<file path="config.mk">
export PLATFORM = sky130hd
export DESIGN_NAME = lwss_isqrt
export DESIGN_NICKNAME = d
export VERILOG_FILES = /design/src/rtl/load_weighted_slot_scheduler_top_assert.svh /design/src/rtl/lwss_isqrt.sv
export SDC_FILE = /design/constraint.sdc
export NUM_CORES = 1
export LEC_CHECK = 0
export BUFFER_PORTS_ARGS = -buffer_cell sky130_fd_sc_hd__buf_2
export CORE_MARGIN = 4
export CORE_UTILIZATION = 30
export DETAILED_ROUTE_END_ITERATION = 7
export GPL_TIMING_DRIVEN = 0
export PLACE_DENSITY = 0.49
export SLEW_MARGIN = 20
export SYNTH_ARGS = -nofsm -noshare
export SYNTH_HDL_FRONTEND = slang
export SYNTH_SLANG_ARGS = --single-unit
export TNS_END_PERCENT = 100
</file>
<file path="constraint.sdc">
create_clock -name clk -period 2.4 [get_ports clk]
set_input_delay 0.24 -clock clk [delete_from_list [all_inputs] [get_ports clk]]
set_output_delay 0.24 -clock clk [all_outputs]
set_load 0.05 [all_outputs]
</file>
<file path="src/rtl/load_weighted_slot_scheduler_top_assert.svh">
// Assertion macros for the load-weighted slot scheduler.
`ifndef LOAD_WEIGHTED_SLOT_SCHEDULER_TOP_ASSERT_SVH
`define LOAD_WEIGHTED_SLOT_SCHEDULER_TOP_ASSERT_SVH
// Implication checked on every clock, muted in reset.
`define LWSS_ASSERT_IMP(label, clk, rst_n, ante, cons, msg) \
    label: assert property (@(posedge clk) disable iff (!rst_n) (ante) |-> (cons)) \
        else $error(msg);
// Next-cycle implication.
`define LWSS_ASSERT_NXT(label, clk, rst_n, ante, cons, msg) \
    label: assert property (@(posedge clk) disable iff (!rst_n) (ante) |=> (cons)) \
        else $error(msg);
`endif

</file>
<file path="src/rtl/lwss_isqrt.sv">
// ----------------------------------------------------------------------------
// lwss_isqrt
// Bit-pair restoring square root, one result bit per cycle.
// ----------------------------------------------------------------------------
`timescale 1ns / 1ps
module lwss_isqrt (
    input  logic        clk,
    input  logic        rst_n,
    input  logic        start,
    input  logic [33:0] radicand,
    output logic        done,
    output logic [16:0] root
);
    logic [33:0] rad_reg, rad_next;
    logic [18:0] rem_reg, rem_next;
    logic [16:0] root_reg, root_next;
    logic [4:0]  cnt_reg, cnt_next;
    logic        busy_reg, busy_next;
    logic [18:0] shifted, trial;

    always_comb
    begin
        rad_next  = rad_reg;
        rem_next  = rem_reg;
        root_next = root_reg;
        cnt_next  = cnt_reg;
        busy_next = busy_reg;
        shifted   = {rem_reg[16:0], rad_reg[33:32]};
        trial     = {root_reg, 2'b01};
        done      = 1'b0;
        if (start)
        begin
            rad_next  = radicand;
            rem_next  = '0;
            root_next = '0;
            cnt_next  = 5'd0;
            busy_next = 1'b1;
        end
        else if (busy_reg)
        begin
            rad_next = {rad_reg[31:0], 2'b00};
            if (shifted >= trial)
            begin
                rem_next  = shifted - trial;
                root_next = {root_reg[15:0], 1'b1};
            end
            else
            begin
                rem_next  = shifted;
                root_next = {root_reg[15:0], 1'b0};
            end
            cnt_next = cnt_reg + 5'd1;
            if (cnt_reg == 5'd16)
            begin
                busy_next = 1'b0;
                done      = 1'b1;
            end
        end
    end

    always_ff @(posedge clk or negedge rst_n)
    begin
        if (!rst_n)
        begin
            busy_reg <= 1'b0;
            cnt_reg  <= '0;
        end
        else
        begin
            busy_reg <= busy_next;
            cnt_reg  <= cnt_next;
        end
    end

    always_ff @(posedge clk)
    begin
        rad_reg  <= rad_next;
        rem_reg  <= rem_next;
        root_reg <= root_next;
    end

    assign root = root_next;
endmodule

</file>
## Word-level counts from Yosys, hierarchy flattened

Cells that the tools add are included.

- Muxes and demuxes: 14
- Eq/ne operators: 1
- Magnitude comparators: 1
- Add/subtract/negate cells: 2
- Reduce and logical (&&, ||, !) cells: 1

Operators with widths:

| kind | number |
|---|---|
| $mux 34 | 2 |
| $mux 17 | 3 |
| $ge 19x19->1 | 1 |
| $sub 17x17->17 | 1 |
| $mux 5 | 2 |
| $mux 1 | 7 |
| $add 5x1->5 const B | 1 |
| $eq 5x5->1 const B | 1 |
| $reduce_bool 2->1 | 1 |

- Bits in registers: 74
- Output and inout bits: 18
- Input bits: 37

## Logic depth before layout (Yosys ltp)

- Depth after elaboration: 4
- Gate-level depth with buffers: 11
- Depth with buffers taken out: 9

## Worst setup path before layout

No wires, ideal clock.

- Path kind: register to output
- From: register root_reg[10]
- To: output root[0]
- Arrival time: 2650 ps
- Data required time: 2160 ps
- Cell stages (with the launch flop): 12
- Slack: -490 ps
- Path through: dfxtp_1 -> inv_1 -> ha_1 -> buf_2 -> nand4_1 -> nor4_1 -> a2111oi_2 -> o221ai_2 -> nand2_1 -> buf_4 -> mux2_2 -> nor2_1

- Longest elaborated chain between the ends: 4

RTL lines:

| what | line | text |
|---|---|---|
| start: declaration | lwss_isqrt.sv:16 | `logic [16:0] root_reg, root_next;` |
| start signal: assignment | lwss_isqrt.sv:79 | `root_reg <= root_next;` |
| $ge 19x19->1 | lwss_isqrt.sv:42 | `if (shifted >= trial)` |
| $mux 1 | lwss_isqrt.sv:42 |  |
| $mux 17 | lwss_isqrt.sv:39 | `else if (busy_reg)` |
| $mux 17 | lwss_isqrt.sv:31 | `if (start)` |
| end: declaration | lwss_isqrt.sv:12 | `output logic [16:0] root` |

Every way passes these cells.

## Final worst setup path

- From: register root_reg[1]
- To: output root[0]

The elaborated chain is that of the path after synthesis.

==> flow_summary.yaml <==
outcome:
  status: "complete, but fails checks"
  violations: "negative setup slack"
timing:
  report.final.slew_viol_count: 0
  slew-limit-headroom_pct: 50.72
  period_needed_ps: 2822
  fin_ws_ps: -422.0
  finalSetupViolCount: 6
  tightest_slew_ps: 739.1
  fin_crit_sh_pct: 117.6
  hold_viol: 0
  setup_tns_ps: -677.5
  fmax_mhz: 354.4
  rsz0062_at_grt: "yes"
  worst_clock_skew_ps: 7.765
  hold_ws_ps: 186.6
global_route:
  grt_pass1_vias: 3175
  grt_usage_pct: 13.76
  antenna_found_initial: 0
  grt_start_max_net_pins: 35
  grt_pass1_wl_mm: 15.99
  grt.overflow.total: 0
min_path:
  hold_depth: 2
  hold_start: "radicand[1]"
  hold_path.class: "input port to flip-flop"
  hold_end: "rad_reg[1]$_SDFFCE_PN0P_"
synthesis:
  synth.most_common_cell: "nor2_1"
  yosysTopAreaCellShare_pct: 25.64
  synth_area_mm2: 0.003981
  synth_top_area_cell: "edfxtp_1"
  syn_avg_cell_area_um2: 10.59
  synth_edf_count: 34
  synthArstFlopShare_pct: 8.108
  synth_nets: 434
  synth_cell_types: 44
  ys.flop_type: "edfxtp_1"
  ys_top_cells_by_count: "47 x nor2_1, 34 x dfxtp_1, 34 x edfxtp_1, 34 x mux2_2, 28 x mux2i_1"
  synthCells: 376
  synthTopCellsByArea: "edfxtp_1 26%, dfxtp_1 17%, mux2_2 9.6%"
  ys_seq_area_share_pct: 46.51
  ys_warn_count: 0
  ys_ff_latch: 74
placed_design:
  gp_congestion: 0.8537
  pre_cts_ws_ps: -449.3
  dp_hpwl_mm: 6.915
  portBuffers: 53
run:
  maxCapViolations: 0
die:
  die-area_mm2: 0.01518
  die_h_um: 123.2
  fp.dieW_um: 123.2
  boundaryPins: 55
  start_util_pct: 31.04
  num_rows: 41
  core_mm2: 0.01282
pwr:
  max-vdd-ir-drop_mv: 0.4657
  p_leak_uw: 0.002328
  power-per-cell-area_mw_per_mm2: 1292
detailed_routing:
  drtAntennaViolNets: 0
  vias: 3073
  drc_errors: 0
  first_iter_violations: 133
  post_drt_via_cell_ratio: 4.772
  drt_pre_antenna_iters: 4
  wl_per_cell_um: 16.05
  wirelength_mm: 10.34
final_layout:
  largest_reg_flops: 34
  area_growth_pct: 38.81
  insertedDiodeCount: 0
  drive_gt1_share_pct: 42.80
  utilization_pct: 43.09
  num-nets-final: 525
setup_path:
  critPathArrivalTime_ps: 2580
  start_kind: "flip-flop"
  r2r_start: "root_reg[1]$_DFF_P_"
  crit_fanout: 3
  r2r_end: "rem_reg[13]$_SDFFE_PP0P_"
  end_kind: "primary output"
  worst-setup-path-type: "flip-flop to primary output"
  crit_required_ps: 2160
  timing.reg2reg.setup_slack_ps: -100
  r2r.worst_path.cells: 12
clock_tree:
  clkTransAtPathRegs_ps: 60
  root_buffer: "clkbuf_16"
  cts_tree: "done"
  htreeDepth: 3
  cts_num_sinks: 74
  clk_latency_ps: 330
  cts.path.max_buffers: 2
  numCtsBuffers: 9
## power breakdown
part,switching (uW),internal (uW),total (uW)
registers,163,1520,1680
clock network,537,914,1450
logic,1860,2150,4010
total,2560,4580,7140
## layout by cell type, fill, tap and decap left out, types with 3 or more instances in the layout
master	count
buf_2	54
nor2_1	46
edfxtp_1	34
mux2_2	33
mux2i_1	24
dfxtp_1	23
inv_1	20
buf_4	19
nand2_1	15
ha_4	14
clkbuf_1	10
xnor2_1	9
clkbuf_16	9
dfxtp_2	9
o21ai_0	8
a211oi_1	8
buf_6	7
a21oi_1	7
a211oi_2	7
ha_1	7
xor2_1	6
dfrtp_1	6
o21a_1	5
nand2b_1	5
nand4_1	5
a21o_1	5
inv_2	4
nand2_2	4
o21ai_2	4
nand3_1	3
and2_1	3
o31ai_1	3
## worst max-delay path, cell delays in order, from the launching register on
cell	delay, ps
dfxtp_2	340
inv_2	40
ha_4	280
o211ai_1	150
a211oi_4	340
o21ai_2	130
o221ai_2	200
nand2_2	100
buf_8	130
mux2_4	260
nor2_4	100
buf_8	160
## metal layers
metal  track usage (%)  part of all wire [%]
met1             17.57                    46
met2             22.87                    48
met5                 0                     0
met4             4.983                   1.8
met3             3.065                   3.4
## logic make-up (layout without fill, tap and decap cells)
kind of cell / after synthesis / after routing / synth area share [%]
AOI/OAI and AO/OA: 65 / 65 / 11.34
xor gates and xnor gates: 17 / 17 / 3.740
adders and majority gates: 21 / 21 / 6.600
buffers and inverters: 42 / 138 / 4.180
DFF: 74 / 74 / 46.51
muxes: 63 / 63 / 16.94
and+or+nand+nor: 94 / 94 / 10.69
## stage by stage
step,power (uW),instances,instance area [um^2]
finish,7140,644,5527
global route,7534,644,5527
CTS,6514,639,5243
detailed placement,4124,601,4514
global placement,4091,601,4514
floorplan,3615,376,4034
## area by class of cell
cell class	count	area [um^2]
inverters	24	90.09
flip-flops and latches	74	1871
clock inverters	6	90.09
multi-input cells	260	2386
plain buffers	17	102.6
repair buffers	81	543.0
well taps	172	215.2
clock buffers	10	229.0
fillers	1274	7298
## what timing repair did
action                                  4_1_cts  5_1_grt
setup buffers                                22       11
pin swaps                                    18       23
endpoints found under the setup margin       29       18
resized for setup                            45       56
gates cloned                                  1        0
hold buffers                                  1        0
endpoints found under the hold margin         6        0
## worst max path at each step
stage                   startpoint  slack, ps       to  depth (start not counted)
2_1_floorplan  root_reg[1]$_DFF_P_        -50  root[0]                         10
3_3_place_gp   root_reg[3]$_DFF_P_       -440  root[0]                         11
3_5_place_dp   root_reg[3]$_DFF_P_       -450  root[0]                         11
4_1_cts        root_reg[0]$_DFF_P_       -400  root[0]                         11
5_1_grt        root_reg[1]$_DFF_P_       -510  root[0]                         11
6_report       root_reg[1]$_DFF_P_       -420  root[0]                         11
Note: power is estimated with default switching activity, not from simulation.
