==> config.mk <==
export PLATFORM = sky130hd
export DESIGN_NAME = lwss_divider
export DESIGN_NICKNAME = d
export VERILOG_FILES = /design/src/rtl/load_weighted_slot_scheduler_top_assert.svh /design/src/rtl/lwss_pkg.sv /design/src/rtl/lwss_divider.sv
export SDC_FILE = /design/constraint.sdc
export NUM_CORES = 1
export LEC_CHECK = 0
export BUFFER_PORTS_ARGS = -buffer_cell sky130_fd_sc_hd__buf_2
export CAP_MARGIN = 20
export CORE_MARGIN = 2
export CORE_UTILIZATION = 35
export CTS_CLUSTER_DIAMETER = 100
export CTS_CLUSTER_SIZE = 30
export DETAILED_ROUTE_END_ITERATION = 10
export PLACE_DENSITY_LB_ADDON = 0.25
export SETUP_SLACK_MARGIN = 0.15
export SLEW_MARGIN = 25
export SYNTH_ARGS = -nofsm -noshare
export SYNTH_HDL_FRONTEND = slang
export SYNTH_SLANG_ARGS = --single-unit
==> constraint.sdc <==
create_clock -name clk -period 6.7 [get_ports clk]
set_input_delay 0 -clock clk [delete_from_list [all_inputs] [get_ports clk]]
set_output_delay 0 -clock clk [all_outputs]
set_load 0.01 [all_outputs]
==> src/rtl/load_weighted_slot_scheduler_top_assert.svh <==
// Assertion macros for the load-weighted slot scheduler.
`ifndef LOAD_WEIGHTED_SLOT_SCHEDULER_TOP_ASSERT_SVH
`define LOAD_WEIGHTED_SLOT_SCHEDULER_TOP_ASSERT_SVH
// Implication checked on every clock, muted in reset.
`define LWSS_ASSERT_IMP(label, clk, rst_n, ante, cons, msg) \
    label: assert property (@(posedge clk) disable iff (!rst_n) (ante) |-> (cons)) \
        else $error(msg);
// Next-cycle implication.
`define LWSS_ASSERT_NXT(label, clk, rst_n, ante, cons, msg) \
    label: assert property (@(posedge clk) disable iff (!rst_n) (ante) |=> (cons)) \
        else $error(msg);
`endif

==> src/rtl/lwss_pkg.sv <==
// ----------------------------------------------------------------------------
// lwss_pkg
// Shared types and constants of the load-weighted slot scheduler.
// ----------------------------------------------------------------------------
`timescale 1ns / 1ps
package lwss_pkg;
    localparam int COUNT_WIDTH   = 16;
    localparam int NUM_MC        = 4;
    localparam int DEFAULT_SLOT  = 5;
    localparam int WINDOW_TOTAL  = 5 * NUM_MC;
    localparam logic [3:0] MASK_PAIR_A = 4'd9;
    localparam logic [3:0] MASK_PAIR_B = 4'd6;
    localparam logic [15:0] PERIOD_RESET = 16'd1000;
    localparam int ADDR_COMPUTE_PERIOD = 0;

    typedef struct packed {
        logic [15:0] req_count_3;
        logic [15:0] req_count_2;
        logic [15:0] req_count_1;
        logic [15:0] req_count_0;
        logic [15:0] queue_depth_3;
        logic [15:0] queue_depth_2;
        logic [15:0] queue_depth_1;
        logic [15:0] queue_depth_0;
    } in_word_t;

    typedef struct packed {
        logic [4:0] slot_len_3;
        logic [4:0] slot_len_2;
        logic [4:0] slot_len_1;
        logic [4:0] slot_len_0;
        logic       clear_req_counts;
        logic [3:0] send_enable_mask;
    } out_word_t;

    typedef enum logic [3:0] {
        ST_IDLE, ST_SQRT_D_LOAD, ST_SQRT_D, ST_SQRT_R_LOAD, ST_SQRT_R, ST_CHECK_NORM,
        ST_DIV_LOAD, ST_DIV_RUN, ST_MIN, ST_RATIO_LOAD, ST_RATIO_RUN, ST_SLOT_LOAD,
        ST_SLOT_RUN, ST_OUT
    } state_t;

    // Shared divider request/response.
    typedef struct packed {
        logic        start;
        logic [33:0] num;
        logic [33:0] den;
    } div_req_t;

    typedef struct packed {
        logic        done;
        logic [33:0] quo;
    } div_rsp_t;
endpackage

==> src/rtl/lwss_divider.sv <==
// ----------------------------------------------------------------------------
// lwss_divider
// Shared restoring divider, 34-bit operands, one quotient bit per cycle.
// ----------------------------------------------------------------------------
`timescale 1ns / 1ps
module lwss_divider (
    input  logic               clk,
    input  logic               rst_n,
    input  lwss_pkg::div_req_t req,
    output lwss_pkg::div_rsp_t rsp
);
    logic [33:0] num_reg, num_next;
    logic [33:0] den_reg, den_next;
    logic [34:0] rem_reg, rem_next;
    logic [5:0]  cnt_reg, cnt_next;
    logic        busy_reg, busy_next;
    logic [34:0] sh;

    always_comb
    begin
        num_next  = num_reg;
        den_next  = den_reg;
        rem_next  = rem_reg;
        cnt_next  = cnt_reg;
        busy_next = busy_reg;
        sh        = {rem_reg[33:0], num_reg[33]};
        rsp.done  = 1'b0;
        if (req.start)
        begin
            num_next  = req.num;
            den_next  = req.den;
            rem_next  = '0;
            cnt_next  = '0;
            busy_next = 1'b1;
        end
        else if (busy_reg)
        begin
            // quotient bits shift into num_reg as dividend bits leave
            if (sh >= {1'b0, den_reg})
            begin
                rem_next = sh - {1'b0, den_reg};
                num_next = {num_reg[32:0], 1'b1};
            end
            else
            begin
                rem_next = sh;
                num_next = {num_reg[32:0], 1'b0};
            end
            cnt_next = cnt_reg + 6'd1;
            if (cnt_reg == 6'd33)
            begin
                busy_next = 1'b0;
                rsp.done  = 1'b1;
            end
        end
        rsp.quo = num_next;
    end

    always_ff @(posedge clk or negedge rst_n)
    begin
        if (!rst_n)
        begin
            busy_reg <= 1'b0;
            cnt_reg  <= '0;
        end
        else
        begin
            busy_reg <= busy_next;
            cnt_reg  <= cnt_next;
        end
    end

    always_ff @(posedge clk)
    begin
        num_reg <= num_next;
        den_reg <= den_next;
        rem_reg <= rem_next;
    end
endmodule

* After elaboration in Yosys (flattened, before gate mapping)
Index checks and enable logic that the tools add are counted.
** Storage, ports and cells
- Output and inout bits :: 35
- Register bits after elaboration :: 109
- Word-level logic and storage cells :: 22
** Operators by class
- Reduce and logical (&&, ||, !) cells :: 1
- Add/sub/neg operators :: 2
- Muxes and demuxes :: 12
- Equal/unequal tests :: 1
- Magnitude comparators :: 1
** Operators with widths (count)
- 2-to-1 mux 34 bit :: 3
- greater-or-equal comparator 35 x 34 -> 1 bit :: 1
- subtractor 34 bit :: 1
- 2-to-1 mux 6 bit :: 2
- 2-to-1 mux 1 bit :: 7
- adder 6 x 1 -> 6 bit, second input constant :: 1
- equality test 6 bit, second input constant :: 1
- nonzero test 2 bit :: 1

* Depth between registers and ports, before layout
Gate-level depths: netlist (run 1).
- Depth after elaboration :: 4
- Mapped depth :: 13
- Mapped depth without buffers :: 12

* Least setup slack after synthesis (run 1)
No wires, ideal clock.
- Path kind :: reg-to-reg
- Start point :: register num_reg[33]
- End point :: register rem_reg[30]
- Arrival time :: 2831 ps
- Required time :: 6612 ps
- Stages on the path, launching flop included :: 13
- Setup slack :: 3780 ps
- Path through :: dfxtp_1 -> inv_1 -> ha_1 -> inv_1 -> fa_1 -> a21o_1 -> a311o_1 -> a211oi_2 -> nor3b_2 -> a21oi_4 -> nor4_1 -> or4b_1 -> a311oi_2
** Between the ends
- Cells in the longest elaborated chain, start to end :: 2
** RTL lines
- start: declaration :: RTL line lwss_divider.sv:12 : logic [33:0] num_reg, num_next;
- start signal: assignment :: RTL line lwss_divider.sv:75 : num_reg <= num_next;
- subtractor 34 bit / greater-or-equal comparator 35 x 34 -> 1 bit (equally long branches) :: RTL line lwss_divider.sv:41, lwss_divider.sv:39
- 2-to-1 mux 34 bit (*) :: RTL line lwss_divider.sv:39 : if (sh >= {1'b0, den_reg})
- end signal: assignment :: RTL line lwss_divider.sv:77 : rem_reg <= rem_next;
- end: declaration :: RTL line lwss_divider.sv:14 : logic [34:0] rem_reg, rem_next;
Mark *: on every way between the ends. The rest lies on a longest branch, timed or not.
A chain may end at the register's enable or synchronous reset.

==> impl_metrics.env, run 1 <==
export IMPL_finalCritPeriodShare_pct=51.6
export IMPL_crit_path_start_kind="register"
export IMPL_grt_use_total_pct=16.9
export IMPL_worst_pin_slew_ns=0.935
export IMPL_worstPathRequired_ns=6.70
export IMPL_vias_per_cell=5.07
export IMPL_p_per_area_mw_per_mm2=317
export IMPL_grt_pass1_vias=5490
export IMPL_violations="negative hold slack"
export IMPL_skew_ns=0.0105
export IMPL_hold_viol_final=2
export IMPL_die_x_um=139
export IMPL_switching_share_pct=39.3
export IMPL_fill_cells=1744
export IMPL_nNetsFinal=975
export IMPL_hp_class="input pin to async pin"
export IMPL_route_detailed_drc=0
export IMPL_num_rows=49
export IMPL_antenna_found_initial=0
export IMPL_cp_cell_sequence="inv_1, ha_1, a21o_2, nor3_1, a21oi_1, o21ai_2, a211oi_2, nor2_2, buf_4, a211oi_1, a21o_1, buf_2"
export IMPL_cts_sinks=109
export IMPL_drtPass1Iterations=4
export IMPL_fmax_ghz=0.289
export IMPL_totalWireLength_um=15900
export IMPL_htree_levels=3
export IMPL_drt_iter0_drc=311
export IMPL_total_power_mw=2.56
export IMPL_outcome="finished, violations left"
export IMPL_grt_pass1_wl_um=27100
export IMPL_yosysSeqAreaShare_pct=39.9
export IMPL_cts_hold_buf=69
export IMPL_whs_ns=-0.00979
export IMPL_final_common_cell="buf_2"
export IMPL_seq_power_share_pct=34.2
export IMPL_synthArstFlopShare_pct=6.42
export IMPL_core_mm2=0.0180
export IMPL_clk_pin_slew_ns=0.08
export IMPL_setup_worst_path_class="register to output port"
export IMPL_antenna_cells=0
export IMPL_layout_common_cells="buf_2, nand2_1, dlygate4sd3_1"
export IMPL_ant_nets=0
export IMPL_synthCells=720
export IMPL_clockPowerShare_pct=20.2
export IMPL_worst_path_largest_cell_delay_ns=0.56
export IMPL_initial_utilization_pct=35.6
export IMPL_p_switching_mw=1.01
export IMPL_synth_edf_count=34
export IMPL_io_pins=106
export IMPL_setup_viol=0
export IMPL_io_buffers=105
export IMPL_cts_resized=0
export IMPL_maxCapViolCount=0
export IMPL_fin_crit_ns=3.46
export IMPL_num_vias=5584
export IMPL_internal_power_mw=1.55
export IMPL_slew_limit_headroom_pct=37.7
export IMPL_ctsLongestPathBuffers=2
export IMPL_max_vdd_ir_drop_mv=0.193
export IMPL_grt_ovfl_total=0
export IMPL_yosysUniqueCellTypes=60
export IMPL_drive_gt1_share_pct=15.8
export IMPL_grt_start_max_net_pins=102
export IMPL_path_max_fanout=11
export IMPL_slowest_stage="nor2_2"
export IMPL_synth_net_count=828
export IMPL_cts_made_buffers=9
export IMPL_slew_violations=0
export IMPL_grt_setup_unrepaired="false"
export IMPL_fin_util_pct=44.8
export IMPL_areaGrowthSynthToFinish_pct=25.8
export IMPL_post_cts_setup_buffers=0
export IMPL_wl_per_cell_um=14.4
export IMPL_crit_buf_inv=3
export IMPL_dieHeight_um=139
export IMPL_arrival_ns=3.46
export IMPL_p_leak_nw=3.66
export IMPL_synth_flop_cell="dfxtp_1"
export IMPL_gp_congestion=0.870
export IMPL_yosys_warnings=0
export IMPL_syn_cell_area_mm2=0.00640
export IMPL_synth_seq_cells=109
export IMPL_finalSetupTns_ns=0
export IMPL_power_frac_comb_pct=45.6
export IMPL_crit_family="compound AO/OA/AOI/OAI gates"
export IMPL_dp_hpwl_um=10900
export IMPL_die_area_mm2=0.0194
export IMPL_syn_avg_cell_area_um2=8.89
export IMPL_cts_tree="done"
export IMPL_end_kind="output port"
export IMPL_clock_root_buffer="clkbuf_16"
export IMPL_clock_latency_ns=0.36
## per-stage QoR
step | std cells | cell area (um2) | setup slack (ns)
2_1_floorplan | 720 | 6400 | 3.78
3_3_place_gp | 1016 | 7080 | 3.32
3_5_place_dp | 1016 | 7080 | 3.39
4_1_cts | 1101 | 8050 | 3.25
5_1_grt | 1101 | 8050 | 2.97
6_report | 1101 | 8050 | 3.24
## synth_stat cells (3+ instances only)
library cell  number  area [um2]
nand2_1           83         312
dfxtp_1           68        1360
o21ai_0           61         305
nor2_1            59         221
mux2i_1           50         500
a21oi_1           43         215
inv_1             40         150
ha_1              36         450
edfxtp_1          34        1020
clkbuf_1          31         116
a211oi_1          26         195
xnor2_1           16         140
a21o_1            15         113
nand2b_1          14        87.6
nand4_1           12        75.1
xor2_1            12         105
a311oi_1           9        78.8
dfrtp_1            7         175
nand3_1            7        35.0
nor3_1             7        35.0
a31oi_1            6        37.5
nand4b_1           5        43.8
o211ai_1           5        37.5
o31ai_1            5        37.5
a211o_1            4        35.0
buf_2              4        20.0
nor4_1             4        25.0
o21a_1             4        30.0
o221ai_1           4        35.0
or3_1              4        25.0
and2_1             3        18.8
and4_1             3        26.3
buf_1              3        11.3
nor2b_1            3        18.8
## layer usage
layer | global-route usage (%) | routed length, um | up-vias | share of wire (%)
li1 | - | - | 2903 | -
met1 | 22.1 | 7720 | 2571 | 49
met2 | 27.8 | 7360 | 83 | 46
met3 | 2.89 | 415 | 27 | 2.6
met4 | 6.43 | 357 | 0 | 2.3
met5 | 0 | 0 | - | 0
## area by class of cell
class / count / area [um2] / area share (%)
Sequential cell: 109 / 2560 / 31.8
Tap cell: 229 / 287 / 3.56
Multi-Input combinational cell: 530 / 3530 / 43.8
Clock buffer: 9 / 225 / 2.80
Inverter: 40 / 150 / 1.86
Timing Repair Buffer: 177 / 1240 / 15.4
Clock inverter: 7 / 58.8 / 0.730
## worst register-to-register path, cell delays in order, from the launching register on
cell and delay, ns:
dfxtp_1 0.33, inv_1 0.06, ha_1 0.16, inv_1 0.05, fa_1 0.40, a21o_1 0.23, a311o_1 0.40, a211oi_2 0.38
nor3b_2 0.15, a21oi_4 0.19, nor4_1 0.09, or4b_1 0.54, a311oi_2 0.24
## kinds of logic (layout without fill, tap and decap cells)
group / after synthesis / in the layout / share of synthesized area (%)
AO/OA/AOI/OAI: 200 / 200 / 20.2
XOR/XNOR: 28 / 28 / 3.83
adder cells (fa/ha/maj): 37 / 37 / 7.35
buffers and inverters: 81 / 233 / 4.96
flip-flops: 109 / 109 / 39.9
multiplexers: 51 / 51 / 7.99
AND/OR/NAND/NOR: 214 / 214 / 15.7
## power by group through the flow
stage	combinational (mW)	clock, mW	sequential, mW
6_report	1.17	0.517	0.873
4_1_cts	1.17	0.537	0.873
5_1_grt	1.32	0.563	0.889
3_5_place_dp	1.13	0	0.887
2_1_floorplan	0.886	0	0.867
3_3_place_gp	1.14	0	0.884
## worst paths after layout
path	cells past startpoint	start	slack, ns	end
worst max-delay path	12	den_reg[4]	3.24	rsp[0]
worst min-delay path	2	rst_n	-0.01	cnt_reg[0]
worst max register to register	12	num_reg[33]	3.39	rem_reg[30]
worst min register to register	2	rem_reg[18]	0.50	rem_reg[19]
max in group asynchronous	2	rst_n	6.53	busy_reg
min in group clk	2	req[68]	0.16	rem_reg[14]
Power figures use the tool's default switching activity.
==> run 2: changes to the inputs <==
Clock period 6.7 ns to 3 ns, I/O delays scaled along.
==> impl_metrics.env, run 2 (synthesis gave the netlist of run 1 again) <==
export IMPL_setup_worst_path_class="register to register"
export IMPL_nNetsFinal=1012
export IMPL_worst_pin_slew_ns=0.668
export IMPL_seqCellArea_mm2=0.00256
export IMPL_drt_iter0_drc=368
export IMPL_route_detailed_drc=0
export IMPL_total_power_mw=6.37
export IMPL_num_rows=49
export IMPL_p_per_area_mw_per_mm2=736
export IMPL_grt_pass1_wl_um=27500
export IMPL_crit_path_start_kind="register"
export IMPL_vias_per_cell=5.14
export IMPL_clk_pin_slew_ns=0.08
export IMPL_design_area_mm2=0.00865
export IMPL_finalCritPeriodShare_pct=95.7
export IMPL_final_common_cell="buf_2"
export IMPL_gr_usage_met3_pct=3.23
export IMPL_dp_hpwl_um=11400
export IMPL_cts_tree="done"
export IMPL_fill_cells=1713
export IMPL_end_kind="register"
export IMPL_r2r_end="rem_reg[30]"
export IMPL_die_x_um=139
export IMPL_htree_levels=3
export IMPL_max_vdd_ir_drop_mv=0.358
export IMPL_core_mm2=0.0180
export IMPL_layout_common_cells="buf_2, nand2_1, dlygate4sd3_1"
export IMPL_cts_sinks=109
export IMPL_p_leak_nw=3.85
export IMPL_initial_utilization_pct=35.6
export IMPL_fmax_ghz=0.348
export IMPL_grt_setup_unrepaired="true"
export IMPL_drtPass1Iterations=5
export IMPL_regToRegSetupSlack_ns=0.13
export IMPL_die_area_mm2=0.0194
export IMPL_gp_congestion=0.820
export IMPL_io_buffers=105
export IMPL_grt_pass1_vias=5522
export IMPL_grt_util_met2_pct=27.3
export IMPL_clock_root_buffer="clkbuf_16"
export IMPL_hp_class="input pin to async pin"
export IMPL_arrival_ns=3.14
export IMPL_cp_cell_sequence="inv_2, ha_4, inv_2, fa_2, a21o_1, a311o_1, a211oi_4, nor3b_4, a21oi_4, nor4_2, or4b_1, a311oi_2"
export IMPL_met1_usage_pct=23.8
export IMPL_io_pins=106
export IMPL_placed_area_mm2=0.00732
export IMPL_outcome="complete, no violations"
export IMPL_slew_violations=0
export IMPL_skew_ns=0.00903
export IMPL_grt_use_total_pct=17.0
export IMPL_drive_gt1_share_pct=23.1
export IMPL_areaGrowthSynthToFinish_pct=35.0
export IMPL_slowest_stage="or4b_1"
export IMPL_setup_viol=0
export IMPL_r2r_cells=12
export IMPL_ant_nets=0
export IMPL_grt_ovfl_total=0
export IMPL_wl_per_cell_um=14.6
export IMPL_timing_rr_start="num_reg[33]"
export IMPL_crit_family="compound AO/OA/AOI/OAI gates"
export IMPL_grt_start_max_net_pins=84
export IMPL_hold_viol_final=0
export IMPL_antenna_found_initial=0
export IMPL_path_max_fanout=3
export IMPL_slew_limit_headroom_pct=55.0
export IMPL_busiest_layer="met2"
export IMPL_finalSetupTns_ns=0
export IMPL_ctsLongestPathBuffers=2
export IMPL_crit_buf_inv=2
export IMPL_multi_input_area_mm2=0.00380
export IMPL_worst_path_largest_cell_delay_ns=0.49
export IMPL_dieHeight_um=139
export IMPL_fin_crit_ns=2.87
export IMPL_num_vias=5849
export IMPL_whs_ns=0.0361
export IMPL_worstPathRequired_ns=3.27
export IMPL_totalWireLength_um=16600
export IMPL_cp_common_cell="inv_2"
export IMPL_maxCapViolCount=0
export IMPL_cts_made_buffers=9
export IMPL_clock_latency_ns=0.36
export IMPL_antenna_cells=0
## run 2: cell types whose count changed in the layout (fill, tap and decap cells not counted), moves of 3 or more
| cell | before | now |
|---|---|---|
| o21ai_1 | 0 | 3 |
| ha_1 | 36 | 19 |
| buf_4 | 4 | 37 |
| ha_4 | 0 | 12 |
| a21oi_1 | 43 | 37 |
| o21ai_0 | 61 | 58 |
| buf_12 | 0 | 4 |
| a21oi_2 | 0 | 6 |
| ha_2 | 0 | 5 |
## run 2: stage by stage
stage / setup slack [ns] / utilization, % / instances
2_1_floorplan: 0.161 / - / 720
3_3_place_gp: 0.0844 / 40.8 / 1042
3_5_place_dp: 0.0402 / 40.8 / 1042
4_1_cts: 0.126 / 46.5 / 1130
5_1_grt: 0.0225 / 48.1 / 1138
6_report: 0.129 / 48.1 / 1138
## run 2: area by class of cell
cell class | instances | area share, %
inverter | 40 | 1.74
clock inverter | 5 | 0.434
multi-input combinational | 530 | 43.9
tap | 229 | 3.31
sequential | 109 | 29.6
timing repair buffer | 214 | 18.2
clock buffer | 11 | 2.81
## run 2: report_power, final
part	switching (mW)	internal [mW]	leakage, nW	total, mW
logic	1.69	1.53	2.73	3.22
clock network	0.571	0.596	0.141	1.17
registers	0.196	1.78	0.984	1.98
total	2.46	3.91	3.85	6.37
## run 2: how the worst max path moves through the flow
stage / start / to / slack, ns / cells after the start
after global placement: num_reg[33] / rem_reg[30] / 0.08 / 12
after detailed placement: num_reg[33] / rem_reg[30] / 0.04 / 12
after global routing: num_reg[33] / rem_reg[30] / 0.02 / 12
after floorplan: num_reg[33] / rem_reg[30] / 0.16 / 12
after CTS: num_reg[33] / rem_reg[30] / 0.13 / 12
final: num_reg[33] / rem_reg[30] / 0.13 / 12
## run 2: layer usage
metal  vias to the layer above  wire (um)
met3                        15        545
met2                       120       7750
met4                         0        220
met1                      2732       8090
met5                         -          0
li1                       2982          -
## run 2: what timing repair did
item | in CTS | in global routing
pin swaps | 6 | 16
buffers inserted | 4 | 8
endpoints found under the hold margin | 74 | 0
gates cloned | 0 | 0
endpoints found under the setup margin | 3 | 32
hold buffers | 68 | 0
gates resized for setup | 8 | 46
